<file path="src/sv/sopa_pkg.sv">
package sopa_pkg;

   localparam int ADDR_FIELD_WIDTH = 32;
   localparam int SIZE_WIDTH       = 17;
   localparam int COUNT_WIDTH      = 9;
   localparam int STATUS_WIDTH     = 2;
   localparam int CSR_INDEX_WIDTH  = 2;
   localparam int CSR_DATA_WIDTH   = 32;

   localparam logic MODE_ALLOC = 1'b0;
   localparam logic MODE_FREE  = 1'b1;

   localparam logic [STATUS_WIDTH-1:0] STATUS_OK       = 2'd0;
   localparam logic [STATUS_WIDTH-1:0] STATUS_EMPTY    = 2'd1;
   localparam logic [STATUS_WIDTH-1:0] STATUS_BAD_ADDR = 2'd2;

   localparam logic [CSR_INDEX_WIDTH-1:0] CSR_OBJECT_SIZE  = 2'd0;
   localparam logic [CSR_INDEX_WIDTH-1:0] CSR_POOL_BASE    = 2'd1;
   localparam logic [CSR_INDEX_WIDTH-1:0] CSR_OBJECT_COUNT = 2'd2;

   localparam logic [SIZE_WIDTH-1:0]       RESET_OBJECT_SIZE  = 17'd32;
   localparam logic [ADDR_FIELD_WIDTH-1:0] RESET_POOL_BASE    = 32'd0;
   localparam logic [COUNT_WIDTH-1:0]      RESET_OBJECT_COUNT = 9'd256;

   typedef enum logic [2:0] {
      ST_CLEAR,
      ST_IDLE,
      ST_MUL,
      ST_DIV,
      ST_FAIL
   } state_type;

   typedef enum logic {
      OP_MUL,
      OP_DIV
   } unit_op_type;

   typedef struct packed {
      logic        start;
      unit_op_type op;
   } unit_ctrl_type;

   typedef struct packed {
      logic busy;
      logic rem_zero;
   } unit_stat_type;

endpackage

</file>
<file path="src/sv/sopa_req_if.sv">
interface sopa_req_if;
   import sopa_pkg::*;

   logic                        valid;
   logic                        ready;
   logic                        mode;
   logic [ADDR_FIELD_WIDTH-1:0] address;

   modport source (output valid, output mode, output address, input ready);
   modport sink (input valid, input mode, input address, output ready);

endinterface

</file>
<file path="src/sv/sopa_rsp_if.sv">
interface sopa_rsp_if;
   import sopa_pkg::*;

   logic                        valid;
   logic                        ready;
   logic [ADDR_FIELD_WIDTH-1:0] object_address;
   logic [STATUS_WIDTH-1:0]     status;
   logic [COUNT_WIDTH-1:0]      free_objects;

   modport source (
      output valid, output object_address, output status, output free_objects,
      input ready
   );
   modport sink (
      input valid, input object_address, input status, input free_objects,
      output ready
   );

endinterface

</file>
<file path="src/sv/sopa_ram.sv">
module sopa_ram #(
   parameter int WIDTH = 9,
   parameter int DEPTH = 256
) (
   input  logic                     clock,
   input  logic                     wr_en,
   input  logic [$clog2(DEPTH)-1:0] wr_addr,
   input  logic [WIDTH-1:0]         wr_data,
   input  logic [$clog2(DEPTH)-1:0] rd_addr,
   output logic [WIDTH-1:0]         rd_data
);

   logic [WIDTH-1:0] mem_ff [DEPTH];
   logic [WIDTH-1:0] rd_data_ff;

   always_ff @(posedge clock) begin
      if (wr_en) begin
         mem_ff[wr_addr] <= wr_data;
      end
      rd_data_ff <= mem_ff[rd_addr];
   end

   assign rd_data = rd_data_ff;

endmodule

</file>
<file path="src/sv/sopa_arith_unit.sv">
module sopa_arith_unit #(
   parameter int ADDR_WIDTH = 32,
   parameter int LINK_WIDTH = 9
) (
   input  logic                          clock,
   input  logic                          reset,
   input  sopa_pkg::unit_ctrl_type       ctrl,
   input  logic [ADDR_WIDTH-1:0]         opa,
   input  logic [LINK_WIDTH-1:0]         opm,
   input  logic [sopa_pkg::SIZE_WIDTH-1:0] divisor,
   output sopa_pkg::unit_stat_type       stat,
   output logic [ADDR_WIDTH-1:0]         result
);
   import sopa_pkg::*;

   localparam int REM_WIDTH  = SIZE_WIDTH + 1;
   localparam int SUM_WIDTH  = (ADDR_WIDTH > REM_WIDTH) ? ADDR_WIDTH : REM_WIDTH;
   localparam int STEPS_MAX  = (ADDR_WIDTH > LINK_WIDTH) ? ADDR_WIDTH : LINK_WIDTH;
   localparam int STEP_WIDTH = $clog2(STEPS_MAX + 1);

   logic [ADDR_WIDTH-1:0] acc_ff, acc_in;
   logic [ADDR_WIDTH-1:0] mcand_ff, mcand_in;
   logic [LINK_WIDTH-1:0] mplier_ff, mplier_in;
   logic [SIZE_WIDTH-1:0] rem_ff, rem_in;
   unit_op_type           op_ff, op_in;
   logic                  busy_ff, busy_in;
   logic [STEP_WIDTH-1:0] steps_ff, steps_in;

   logic [REM_WIDTH-1:0]  trial;
   logic [SUM_WIDTH-1:0]  add_a, add_b;
   logic                  sub_en;
   logic [SUM_WIDTH:0]    sum;
   logic                  fits;

   // shared adder: shift-add multiply or restoring divide, one bit a cycle
   always_comb begin
      trial = {rem_ff, acc_ff[ADDR_WIDTH-1]};
      if (op_ff == OP_DIV) begin
         add_a  = SUM_WIDTH'(trial);
         add_b  = SUM_WIDTH'(divisor);
         sub_en = 1'b1;
      end else begin
         add_a  = SUM_WIDTH'(acc_ff);
         add_b  = mplier_ff[0] ? SUM_WIDTH'(mcand_ff) : '0;
         sub_en = 1'b0;
      end
      sum  = {1'b0, add_a} + {1'b0, (sub_en ? ~add_b : add_b)} + (SUM_WIDTH + 1)'(sub_en);
      // carry out on subtract: trial remainder not below divisor
      fits = sum[SUM_WIDTH];
   end

   always_comb begin
      acc_in    = acc_ff;
      mcand_in  = mcand_ff;
      mplier_in = mplier_ff;
      rem_in    = rem_ff;
      op_in     = op_ff;
      busy_in   = busy_ff;
      steps_in  = steps_ff;
      if (ctrl.start) begin
         acc_in    = opa;
         mcand_in  = ADDR_WIDTH'(divisor);
         mplier_in = opm;
         rem_in    = '0;
         op_in     = ctrl.op;
         busy_in   = 1'b1;
         steps_in  = (ctrl.op == OP_DIV) ? STEP_WIDTH'(ADDR_WIDTH) : STEP_WIDTH'(LINK_WIDTH);
      end else if (busy_ff) begin
         if (op_ff == OP_DIV) begin
            acc_in = {acc_ff[ADDR_WIDTH-2:0], fits};
            rem_in = fits ? sum[SIZE_WIDTH-1:0] : trial[SIZE_WIDTH-1:0];
         end else begin
            acc_in    = sum[ADDR_WIDTH-1:0];
            mcand_in  = {mcand_ff[ADDR_WIDTH-2:0], 1'b0};
            mplier_in = mplier_ff >> 1;
         end
         steps_in = steps_ff - 1'b1;
         if (steps_ff == STEP_WIDTH'(1)) begin
            busy_in = 1'b0;
         end
      end
   end

   always_ff @(posedge clock) begin
      if (reset) begin
         busy_ff <= 1'b0;
      end else begin
         busy_ff <= busy_in;
      end
      acc_ff    <= acc_in;
      mcand_ff  <= mcand_in;
      mplier_ff <= mplier_in;
      rem_ff    <= rem_in;
      op_ff     <= op_in;
      steps_ff  <= steps_in;
   end

   assign stat.busy     = busy_ff;
   assign stat.rem_zero = (rem_ff == '0);
   assign result        = acc_ff;

endmodule

</file>
<file path="src/sv/slab_object_pool_allocator.sv">
// Allocate: the shift-add unit forms base + head * size; the response is registered
// once the unit is done and the response register is free, and only then is the next request taken.
// Free: the offset from the pool base is divided by the object size, one quotient bit a cycle
// through the same shared adder. Empty pool, zero size: the request fails without the unit.
// Reset (synchronous) and every object_count write start a link sweep over all
// MAX_OBJECTS link entries (256 by default); no item is taken until it ends.
module slab_object_pool_allocator #(
   parameter int MAX_OBJECTS = 256,
   parameter int ADDR_WIDTH  = 32
) (
   input  logic                                clock,
   input  logic                                reset,
   sopa_req_if.sink                            req_chan,
   sopa_rsp_if.source                          rsp_chan,
   input  logic                                csr_we,
   input  logic [sopa_pkg::CSR_INDEX_WIDTH-1:0] csr_index,
   input  logic [sopa_pkg::CSR_DATA_WIDTH-1:0]  csr_wdata
);
   import sopa_pkg::*;

   localparam int LINK_WIDTH  = $clog2(MAX_OBJECTS + 1);
   localparam int INDEX_WIDTH = $clog2(MAX_OBJECTS);
   localparam int CMP_WIDTH   = (LINK_WIDTH > COUNT_WIDTH) ? LINK_WIDTH : COUNT_WIDTH;
   localparam int QUO_WIDTH   = (ADDR_WIDTH > LINK_WIDTH) ? ADDR_WIDTH : LINK_WIDTH;
   localparam logic [CMP_WIDTH-1:0]  MAX_WIDE   = CMP_WIDTH'(MAX_OBJECTS);
   localparam logic [LINK_WIDTH-1:0] LAST_INDEX = LINK_WIDTH'(MAX_OBJECTS - 1);

   function automatic logic [LINK_WIDTH-1:0] clamp_count(input logic [COUNT_WIDTH-1:0] c);
      logic [CMP_WIDTH-1:0] w;
      w = CMP_WIDTH'(c);
      return (w > MAX_WIDE) ? LINK_WIDTH'(MAX_WIDE) : LINK_WIDTH'(w);
   endfunction

   state_type                   state_ff, state_in;
   logic [SIZE_WIDTH-1:0]       size_ff, size_in;
   logic [ADDR_FIELD_WIDTH-1:0] base_ff, base_in;
   logic [COUNT_WIDTH-1:0]      count_ff, count_in;
   logic [LINK_WIDTH-1:0]       head_ff, head_in;
   logic [LINK_WIDTH-1:0]       total_ff, total_in;
   logic [LINK_WIDTH-1:0]       clear_ff, clear_in;
   logic [STATUS_WIDTH-1:0]     fail_status_ff, fail_status_in;
   logic                        rsp_valid_ff, rsp_valid_in;
   logic [ADDR_FIELD_WIDTH-1:0] rsp_addr_ff, rsp_addr_in;
   logic [STATUS_WIDTH-1:0]     rsp_status_ff, rsp_status_in;
   logic [COUNT_WIDTH-1:0]      rsp_free_ff, rsp_free_in;

   logic [LINK_WIDTH-1:0]  eff_count;
   logic                   count_wr;
   logic                   out_free;
   logic                   alloc_ok;
   logic                   free_ok;
   logic                   size_zero;
   logic                   commit;
   logic                   req_ready;
   logic [ADDR_WIDTH-1:0]  offset;
   logic [ADDR_WIDTH-1:0]  unit_opa;
   logic [ADDR_WIDTH-1:0]  unit_result;
   unit_ctrl_type          unit_ctrl;
   unit_stat_type          unit_stat;

   logic                   link_we;
   logic [INDEX_WIDTH-1:0] link_waddr;
   logic [LINK_WIDTH-1:0]  link_wdata;
   logic [LINK_WIDTH-1:0]  link_rdata;

   assign eff_count = clamp_count(count_ff);
   assign count_wr  = csr_we && (csr_index == CSR_OBJECT_COUNT);
   assign out_free  = !rsp_valid_ff || rsp_chan.ready;
   assign alloc_ok  = (total_ff != '0) && (head_ff < eff_count);
   assign size_zero = (size_ff == '0);
   assign offset    = ADDR_WIDTH'(req_chan.address) - ADDR_WIDTH'(base_ff);
   assign unit_opa  = (req_chan.mode == MODE_FREE) ? offset : ADDR_WIDTH'(base_ff);
   assign free_ok   = unit_stat.rem_zero && (QUO_WIDTH'(unit_result) < QUO_WIDTH'(eff_count));

   sopa_ram #(
      .WIDTH (LINK_WIDTH),
      .DEPTH (MAX_OBJECTS)
   ) u_link (
      .clock   (clock),
      .wr_en   (link_we),
      .wr_addr (link_waddr),
      .wr_data (link_wdata),
      .rd_addr (head_ff[INDEX_WIDTH-1:0]),
      .rd_data (link_rdata)
   );

   sopa_arith_unit #(
      .ADDR_WIDTH (ADDR_WIDTH),
      .LINK_WIDTH (LINK_WIDTH)
   ) u_unit (
      .clock   (clock),
      .reset   (reset),
      .ctrl    (unit_ctrl),
      .opa     (unit_opa),
      .opm     (head_ff),
      .divisor (size_ff),
      .stat    (unit_stat),
      .result  (unit_result)
   );

   // next state
   always_comb begin
      state_in = state_ff;
      unique case (state_ff)
         ST_CLEAR: begin
            if (clear_ff == LAST_INDEX) begin
               state_in = ST_IDLE;
            end
         end
         ST_IDLE: begin
            if (req_chan.valid) begin
               if (req_chan.mode == MODE_ALLOC) begin
                  state_in = alloc_ok ? ST_MUL : ST_FAIL;
               end else begin
                  state_in = size_zero ? ST_FAIL : ST_DIV;
               end
            end
         end
         ST_MUL, ST_DIV: begin
            if (!unit_stat.busy && out_free) begin
               state_in = ST_IDLE;
            end
         end
         ST_FAIL: begin
            if (out_free) begin
               state_in = ST_IDLE;
            end
         end
         default: state_in = ST_CLEAR;
      endcase
      if (count_wr) begin
         state_in = ST_CLEAR;
      end
   end

   // sequencer outputs
   always_comb begin
      req_ready  = 1'b0;
      unit_ctrl  = '{start: 1'b0, op: OP_MUL};
      commit     = 1'b0;
      link_we    = 1'b0;
      link_waddr = clear_ff[INDEX_WIDTH-1:0];
      link_wdata = clear_ff + 1'b1;
      unique case (state_ff)
         ST_CLEAR: link_we = 1'b1;
         ST_IDLE: begin
            req_ready = 1'b1;
            if (req_chan.valid) begin
               if (req_chan.mode == MODE_ALLOC) begin
                  unit_ctrl = '{start: alloc_ok, op: OP_MUL};
               end else begin
                  unit_ctrl = '{start: !size_zero, op: OP_DIV};
               end
            end
         end
         ST_MUL: commit = !unit_stat.busy && out_free;
         ST_DIV: begin
            if (!unit_stat.busy && out_free) begin
               commit = 1'b1;
               if (free_ok) begin
                  // push: the freed slot points at the old head
                  link_we    = 1'b1;
                  link_waddr = unit_result[INDEX_WIDTH-1:0];
                  link_wdata = head_ff;
               end
            end
         end
         ST_FAIL: commit = out_free;
         default: ;
      endcase
   end

   // register next values
   always_comb begin
      size_in        = size_ff;
      base_in        = base_ff;
      count_in       = count_ff;
      head_in        = head_ff;
      total_in       = total_ff;
      clear_in       = clear_ff;
      fail_status_in = fail_status_ff;
      rsp_valid_in   = rsp_valid_ff && !rsp_chan.ready;
      rsp_addr_in    = rsp_addr_ff;
      rsp_status_in  = rsp_status_ff;
      rsp_free_in    = rsp_free_ff;

      if (state_ff == ST_CLEAR) begin
         clear_in = clear_ff + 1'b1;
      end
      if (state_ff == ST_IDLE && req_chan.valid) begin
         fail_status_in = (req_chan.mode == MODE_ALLOC) ? STATUS_EMPTY : STATUS_BAD_ADDR;
      end

      if (commit) begin
         rsp_valid_in  = 1'b1;
         rsp_addr_in   = '0;
         rsp_status_in = STATUS_OK;
         unique case (state_ff)
            ST_MUL: begin
               head_in     = link_rdata;
               total_in    = total_ff - 1'b1;
               rsp_addr_in = ADDR_FIELD_WIDTH'(unit_result);
            end
            ST_DIV: begin
               if (free_ok) begin
                  head_in = LINK_WIDTH'(unit_result);
                  // double free: hold the count at its ceiling
                  if (total_ff < eff_count) begin
                     total_in = total_ff + 1'b1;
                  end
               end else begin
                  rsp_status_in = STATUS_BAD_ADDR;
               end
            end
            default: rsp_status_in = fail_status_ff;
         endcase
         rsp_free_in = COUNT_WIDTH'(total_in);
      end

      if (csr_we) begin
         unique case (csr_index)
            CSR_OBJECT_SIZE: size_in = csr_wdata[SIZE_WIDTH-1:0];
            CSR_POOL_BASE:   base_in = csr_wdata[ADDR_FIELD_WIDTH-1:0];
            CSR_OBJECT_COUNT: begin
               count_in = csr_wdata[COUNT_WIDTH-1:0];
               head_in  = '0;
               total_in = clamp_count(csr_wdata[COUNT_WIDTH-1:0]);
               clear_in = '0;
            end
            default: ;
         endcase
      end
   end

   always_ff @(posedge clock) begin
      if (reset) begin
         state_ff     <= ST_CLEAR;
         size_ff      <= RESET_OBJECT_SIZE;
         base_ff      <= RESET_POOL_BASE;
         count_ff     <= RESET_OBJECT_COUNT;
         head_ff      <= '0;
         total_ff     <= clamp_count(RESET_OBJECT_COUNT);
         clear_ff     <= '0;
         rsp_valid_ff <= 1'b0;
      end else begin
         state_ff     <= state_in;
         size_ff      <= size_in;
         base_ff      <= base_in;
         count_ff     <= count_in;
         head_ff      <= head_in;
         total_ff     <= total_in;
         clear_ff     <= clear_in;
         rsp_valid_ff <= rsp_valid_in;
      end
      fail_status_ff <= fail_status_in;
      rsp_addr_ff    <= rsp_addr_in;
      rsp_status_ff  <= rsp_status_in;
      rsp_free_ff    <= rsp_free_in;
   end

   assign req_chan.ready          = req_ready;
   assign rsp_chan.valid          = rsp_valid_ff;
   assign rsp_chan.object_address = rsp_addr_ff;
   assign rsp_chan.status         = rsp_status_ff;
   assign rsp_chan.free_objects   = rsp_free_ff;

   a_total_bounded: assert property (@(posedge clock) disable iff (reset)
      total_ff <= eff_count)
      else $error("free count above object count");

   a_rsp_after_commit: assert property (@(posedge clock) disable iff (reset)
      $rose(rsp_valid_ff) |->
         $past(state_ff == ST_MUL || state_ff == ST_DIV || state_ff == ST_FAIL))
      else $error("response raised outside a commit");

   a_alloc_pops_one: assert property (@(posedge clock) disable iff (reset)
      (commit && state_ff == ST_MUL && !count_wr) |=> total_ff == $past(total_ff) - 1'b1)
      else $error("allocate did not take exactly one object");

endmodule
</file>
<file path="src/flat_wrapper.sv">
// flat-port wrapper written by rule: the top's interface ports become plain ports
module slab_object_pool_allocator_flat import sopa_pkg::*;
#(
   parameter int MAX_OBJECTS = 256,
   parameter int ADDR_WIDTH  = 32
)
  (clock, reset, csr_we, csr_index, csr_wdata, req_chan_valid, req_chan_mode, req_chan_address, req_chan_ready, rsp_chan_valid, rsp_chan_object_address, rsp_chan_status, rsp_chan_free_objects, rsp_chan_ready);
  sopa_req_if req_chan_i ();
  sopa_rsp_if rsp_chan_i ();
  input  logic clock;
  input  logic reset;
  input  logic csr_we;
  input  logic [sopa_pkg::CSR_INDEX_WIDTH-1:0] csr_index;
  input  logic [sopa_pkg::CSR_DATA_WIDTH-1:0] csr_wdata;
  input wire logic [$bits(req_chan_i.valid)-1:0] req_chan_valid;
  input wire logic [$bits(req_chan_i.mode)-1:0] req_chan_mode;
  input wire logic [$bits(req_chan_i.address)-1:0] req_chan_address;
  output wire logic [$bits(req_chan_i.ready)-1:0] req_chan_ready;
  output wire logic [$bits(rsp_chan_i.valid)-1:0] rsp_chan_valid;
  output wire logic [$bits(rsp_chan_i.object_address)-1:0] rsp_chan_object_address;
  output wire logic [$bits(rsp_chan_i.status)-1:0] rsp_chan_status;
  output wire logic [$bits(rsp_chan_i.free_objects)-1:0] rsp_chan_free_objects;
  input wire logic [$bits(rsp_chan_i.ready)-1:0] rsp_chan_ready;
  assign req_chan_i.valid = req_chan_valid;
  assign req_chan_i.mode = req_chan_mode;
  assign req_chan_i.address = req_chan_address;
  assign req_chan_ready = req_chan_i.ready;
  assign rsp_chan_valid = rsp_chan_i.valid;
  assign rsp_chan_object_address = rsp_chan_i.object_address;
  assign rsp_chan_status = rsp_chan_i.status;
  assign rsp_chan_free_objects = rsp_chan_i.free_objects;
  assign rsp_chan_i.ready = rsp_chan_ready;
  slab_object_pool_allocator #(.MAX_OBJECTS(MAX_OBJECTS), .ADDR_WIDTH(ADDR_WIDTH)) u_core (.clock(clock), .reset(reset), .req_chan(req_chan_i), .rsp_chan(rsp_chan_i), .csr_we(csr_we), .csr_index(csr_index), .csr_wdata(csr_wdata));
endmodule
</file>
<file path="config.mk">
export PLATFORM = sky130hd
export DESIGN_NAME = slab_object_pool_allocator_flat
export DESIGN_NICKNAME = d
export VERILOG_FILES = /design/src/sv/sopa_pkg.sv /design/src/sv/sopa_req_if.sv /design/src/sv/sopa_rsp_if.sv /design/src/sv/sopa_ram.sv /design/src/sv/sopa_arith_unit.sv /design/src/sv/slab_object_pool_allocator.sv /design/src/flat_wrapper.sv
export SDC_FILE = /design/constraint.sdc
export NUM_CORES = 2
export LEC_CHECK = 0
export CORE_ASPECT_RATIO = 0.6
export CORE_MARGIN = 1
export CORE_UTILIZATION = 50
export CTS_BUF_LIST = sky130_fd_sc_hd__clkbuf_16
export DETAILED_ROUTE_END_ITERATION = 16
export DONT_BUFFER_PORTS = 1
export GPL_TIMING_DRIVEN = 0
export PLACE_DENSITY = 0.73
export SLEW_MARGIN = 20
export SYNTH_ARGS = -nofsm -noshare
export SYNTH_HDL_FRONTEND = slang
export SYNTH_SLANG_ARGS = --single-unit
export TNS_END_PERCENT = 20
</file>
<file path="constraint.sdc">
create_clock -name clock -period 29.8 [get_ports clock]
set_input_delay 8.94 -clock clock [delete_from_list [all_inputs] [get_ports clock]]
set_output_delay 8.94 -clock clock [all_outputs]
set_load 0.05 [all_outputs]
</file>
==> flow_metrics.py <==
metrics = {
    "cts": {
        "cts_buffer_depth": 4,
        "cts_htree_levels": 4,
        "clk_transition_reported_paths_ns": 0.08,
        "clock_insertion_delay_worst_skew_ns": 0.89,
        "cts_resized": 0,
        "cts_tree": "yes",
        "cts_made_buffers": 216,
        "clk_root_buffer_cell": "sky130_fd_sc_hd__clkbuf_16",
        "cts_stage_hold_buffer_count": 0,
        "numClockSinks": 2545,
        "post_cts.repair.setup_buffers": 0,
    },
    "critical_path": {
        "arrival_time_at_the_worst_endpoint_ns": 13.10,
        "critical_path.reg2reg.startpoint": "u_core.count_ff[8]",
        "slowest_delay_ns": 1.05,
        "cpMaxStageDelayCell": "sky130_fd_sc_hd__nor2_1",
        "worstSetupStartpoint": "rsp_chan_ready",
        "critical_path.max_fanout": 10,
        "crit_top_cell": "sky130_fd_sc_hd__nand2_1",
        "worst_ep_required_time_ns": 30.26,
        "endpoint": "u_core.u_link.mem_ff[80][3]",
        "cpLargestDelayFamily": "simple AND/OR/NAND/NOR gates",
        "number_of_cells_traversed_by_the_worst_register_to_register_path": 13,
        "regToRegSetupSlack_ns": 23.27,
        "crit_chain": "nor2b_1, nor2_1, nand2_1, clkbuf_1, nand2_1, o31ai_2, nand2_1, clkbuf_2, nor2_1",
        "cp.buffers_inverters": 2,
        "worst_r2r_endpoint": "u_core.u_link.mem_ff[80][3]",
        "critical_path_depth": 9,
        "worstSetupPathType": "in -> reg",
        "cp-end-kind": "flip-flop",
        "startpoint_type": "input pin",
    },
    "yosys": {
        "summed_instance_area_of_the_synthesized_netlist_mm2": 0.104,
        "yosys.cell_count.top_type": "sky130_fd_sc_hd__edfxtp_1",
        "ys_flop_type": "sky130_fd_sc_hd__edfxtp_1",
        "synth.cells.most_frequent": "2,414 x sky130_fd_sc_hd__edfxtp_1, 765 x sky130_fd_sc_hd__mux4_2, 412 x sky130_fd_sc_hd__nor2_1",
        "ys_async_sr_fraction_pct": 0,
        "synthesis.yosys.warnings": 0,
        "synth.lib_cells_used.distinct": 74,
        "synth.ff_latch_count": 2545,
        "synth-seq-area-share_pct": 72.5,
        "postSynthAreaPerCell_um2": 19.1,
        "synth_cells": 5439,
        "post-synth-top-area-cell": "sky130_fd_sc_hd__edfxtp_1",
        "synth_enable_flop_cells": 2414,
        "post-synth-top-area-fraction_pct": 70.0,
        "synth_top_cells_by_area": "sky130_fd_sc_hd__edfxtp_1 70%, sky130_fd_sc_hd__mux4_2 17%, sky130_fd_sc_hd__dfxtp_1 2.5%, sky130_fd_sc_hd__nor2_1 1.5%, sky130_fd_sc_hd__nand2_1 1.5%",
        "syn_nets": 5605,
    },
    "timing": {
        "setup_violations": 0,
        "final_period_minus_worst_setup_slack_ns": 12.65,
        "period_share_pct": 42.4,
        "worstMarginPinSlew_ns": 1.29,
        "maxSlewHeadroom_pct": 13.7,
        "worst_clock_skew_ns": 0.0505,
        "timing.fmax_mhz": 79.1,
        "tns_ns": 0,
        "hold_violations": 0,
        "grt_setup_unrepaired": "false",
        "final-max-slew-violation-count": 0,
    },
    "routing": {
        "dr.first_iter.drc_count": 10500,
        "detailed_routing_iteration_count_for_the_pre_antenna_repair_pass": 7,
        "remaining_drc_errors": 0,
        "vias": 58600,
        "detail_route.vias_per_cell": 6.75,
        "totalWireLength_um": 306000,
        "ant_nets": 0,
        "wire_per_inst_um": 35.2,
    },
    "floorplanning": {
        "floorplan.die.height_um": 355,
        "floorplan.core_area_mm2": 0.206,
        "floorplan.die_area_mm2": 0.209,
        "dieWidth_um": 590,
        "initial_utilization_pct": 50.3,
        "floorplan.rows": 129,
        "top_level_ports": 117,
    },
    "place": {
        "hpwl_um": 217000,
        "placed_cell_areas_mm2": 0.110,
        "port-buffer-count": 0,
        "routabilityCongestion": 1.01,
    },
    "hold_path": {
        "hold_path.class": "reg -> reg",
    },
    "power": {
        "irDropWorstVdd_uv": 55.9,
        "powerDensity_mw_per_mm2": 60.1,
        "total_leakage_power_nw": 36.0,
    },
    "run_status": {
        "status": "complete, no violations",
    },
    "global_routing": {
        "grt_use_total_pct": 29.1,
        "globalRouteMet3Util_pct": 14.8,
        "globalRoute.totalOverflow": 0,
        "number_of_antenna_violations_at_the_first_check_in_global_routing": 28,
        "gr-max-usage-layer": "met1",
        "wire_length_of_the_first_global_routing_pass_um": 423000,
        "grt_use_met2_pct": 36.2,
        "met1_demand_to_capacity_share_in_global_routing_pct": 44.8,
        "maximum_number_of_pins_on_one_net_before_global_route_repair": 105,
        "vias_in_the_first_global_route": 54800,
    },
    "cells_and_area": {
        "area.growth.synth_to_final_pct": 12.5,
        "final_area_mm2": 0.117,
        "drive_above_1_share_pct": 22.6,
        "finish.net_count": 5915,
    },
    "run": {
        "timing.max_cap.violations": 0,
    },
}
-- worst min-delay path: cells and delay by family, from the launching register on --
| kind | cells | cell delay [ns] |
|---|---|---|
| DFF | 1 | 0.32 |
| AOI/OAI and AO/OA | 1 | 0.05 |
| and+or+nand+nor | 1 | 0.05 |
-- cell families after synthesis --
logic type / share of synthesized area (%)
compound gates: 2.98
xor+xnor: 0.634
fa+ha+maj: 1.15
buf+inv: 1.40
flops: 72.5
mux: 17.0
simple gates: 4.32
-- worst min-delay path by stage --
| stage | startpoint | end | slack [ns] | cells past startpoint |
|---|---|---|---|---|
| 6_report | u_core.base_ff[30] | u_core.base_ff[30] | 0.46 | 2 |
| 3_5_place_dp | u_core.base_ff[30] | u_core.base_ff[30] | 0.45 | 2 |
| 4_1_cts | u_core.base_ff[30] | u_core.base_ff[30] | 0.46 | 2 |
| 2_1_floorplan | u_core.base_ff[21] | u_core.base_ff[21] | 0.44 | 2 |
| 5_1_grt | u_core.base_ff[30] | u_core.base_ff[30] | 0.48 | 2 |
| 3_3_place_gp | u_core.base_ff[30] | u_core.base_ff[30] | 0.44 | 2 |
-- cell type report --
cell class	count	area, um^2
fill	15000	89400
sequential	2545	75100
buffer	309	1300
multi-input combinational	2526	27200
inverter	59	223
timing repair buffer	92	2310
tap	2751	3440
clock buffer	218	5460
antenna	7	17.5
clock inverter	173	1460
-- sequential cells by signal, summed over array words and instances (netlist names), 17 cells and up --
register                        count
u_core.u_link.mem_ff             2304
u_core.size_ff                     17
u_core.rsp_chan.object_address     32
u_core.u_unit.rem_ff               17
u_core.u_unit.result               32
u_core.base_ff                     32
u_core.u_unit.mcand_ff             32
-- layer usage --
metal	wire length, um	vias to the layer above
met3	58000	500
met2	118000	4903
met4	7010	30
li1	-	22700
met1	122000	30500
met5	549	-
-- layout by cell type, fill, tap and decap left out, drive strengths merged, types with 6 or more instances in the layout --
master	instances
nor3	29
mux2	22
xnor2	43
xor2	32
inv	102
clkbuf	451
a31oi	14
mux2i	16
a21o	27
edfxtp	2414
o21a	17
o21ai	105
nor2	412
o211ai	11
nor2b	29
nor4	18
nand3b	9
nand3	28
and2	11
a22oi	12
bufinv	25
dfxtp	131
a311oi	7
diode	7
or2	7
nand2	407
ha	92
a21oi	207
nand4	9
buf	168
clkinv	100
mux4	765
or3	6
a211oi	40
o31ai	10
and3	43
nand2b	26
-- stage by stage --
stage | instances | power (W) | worst slack, ns | util [%] | hold WS [ns]
final | 8680 | 0.00701 | 17.15 | 56.6 | 0.460
after global routing | 8673 | 0.00715 | 17.11 | 56.6 | 0.479
after CTS | 8673 | 0.00699 | 17.37 | 56.6 | 0.456
after detailed placement | 8282 | 0.00422 | 16.48 | 53.2 | 0.446
after global placement | 8190 | 0.00422 | 1.50 | 52.0 | 0.441
after floorplan | 5439 | 0.00412 | 11.32 | - | 0.436
-- where the power goes --
| group | switching (W) | total (W) | internal (W) |
|---|---|---|---|
| combinational | 0.000171 | 0.000243 | 0.0000728 |
| clock | 0.00131 | 0.00285 | 0.00155 |
| sequential | 0.0000112 | 0.00392 | 0.00391 |
No activity file was read; power rests on OpenSTA's default activity.
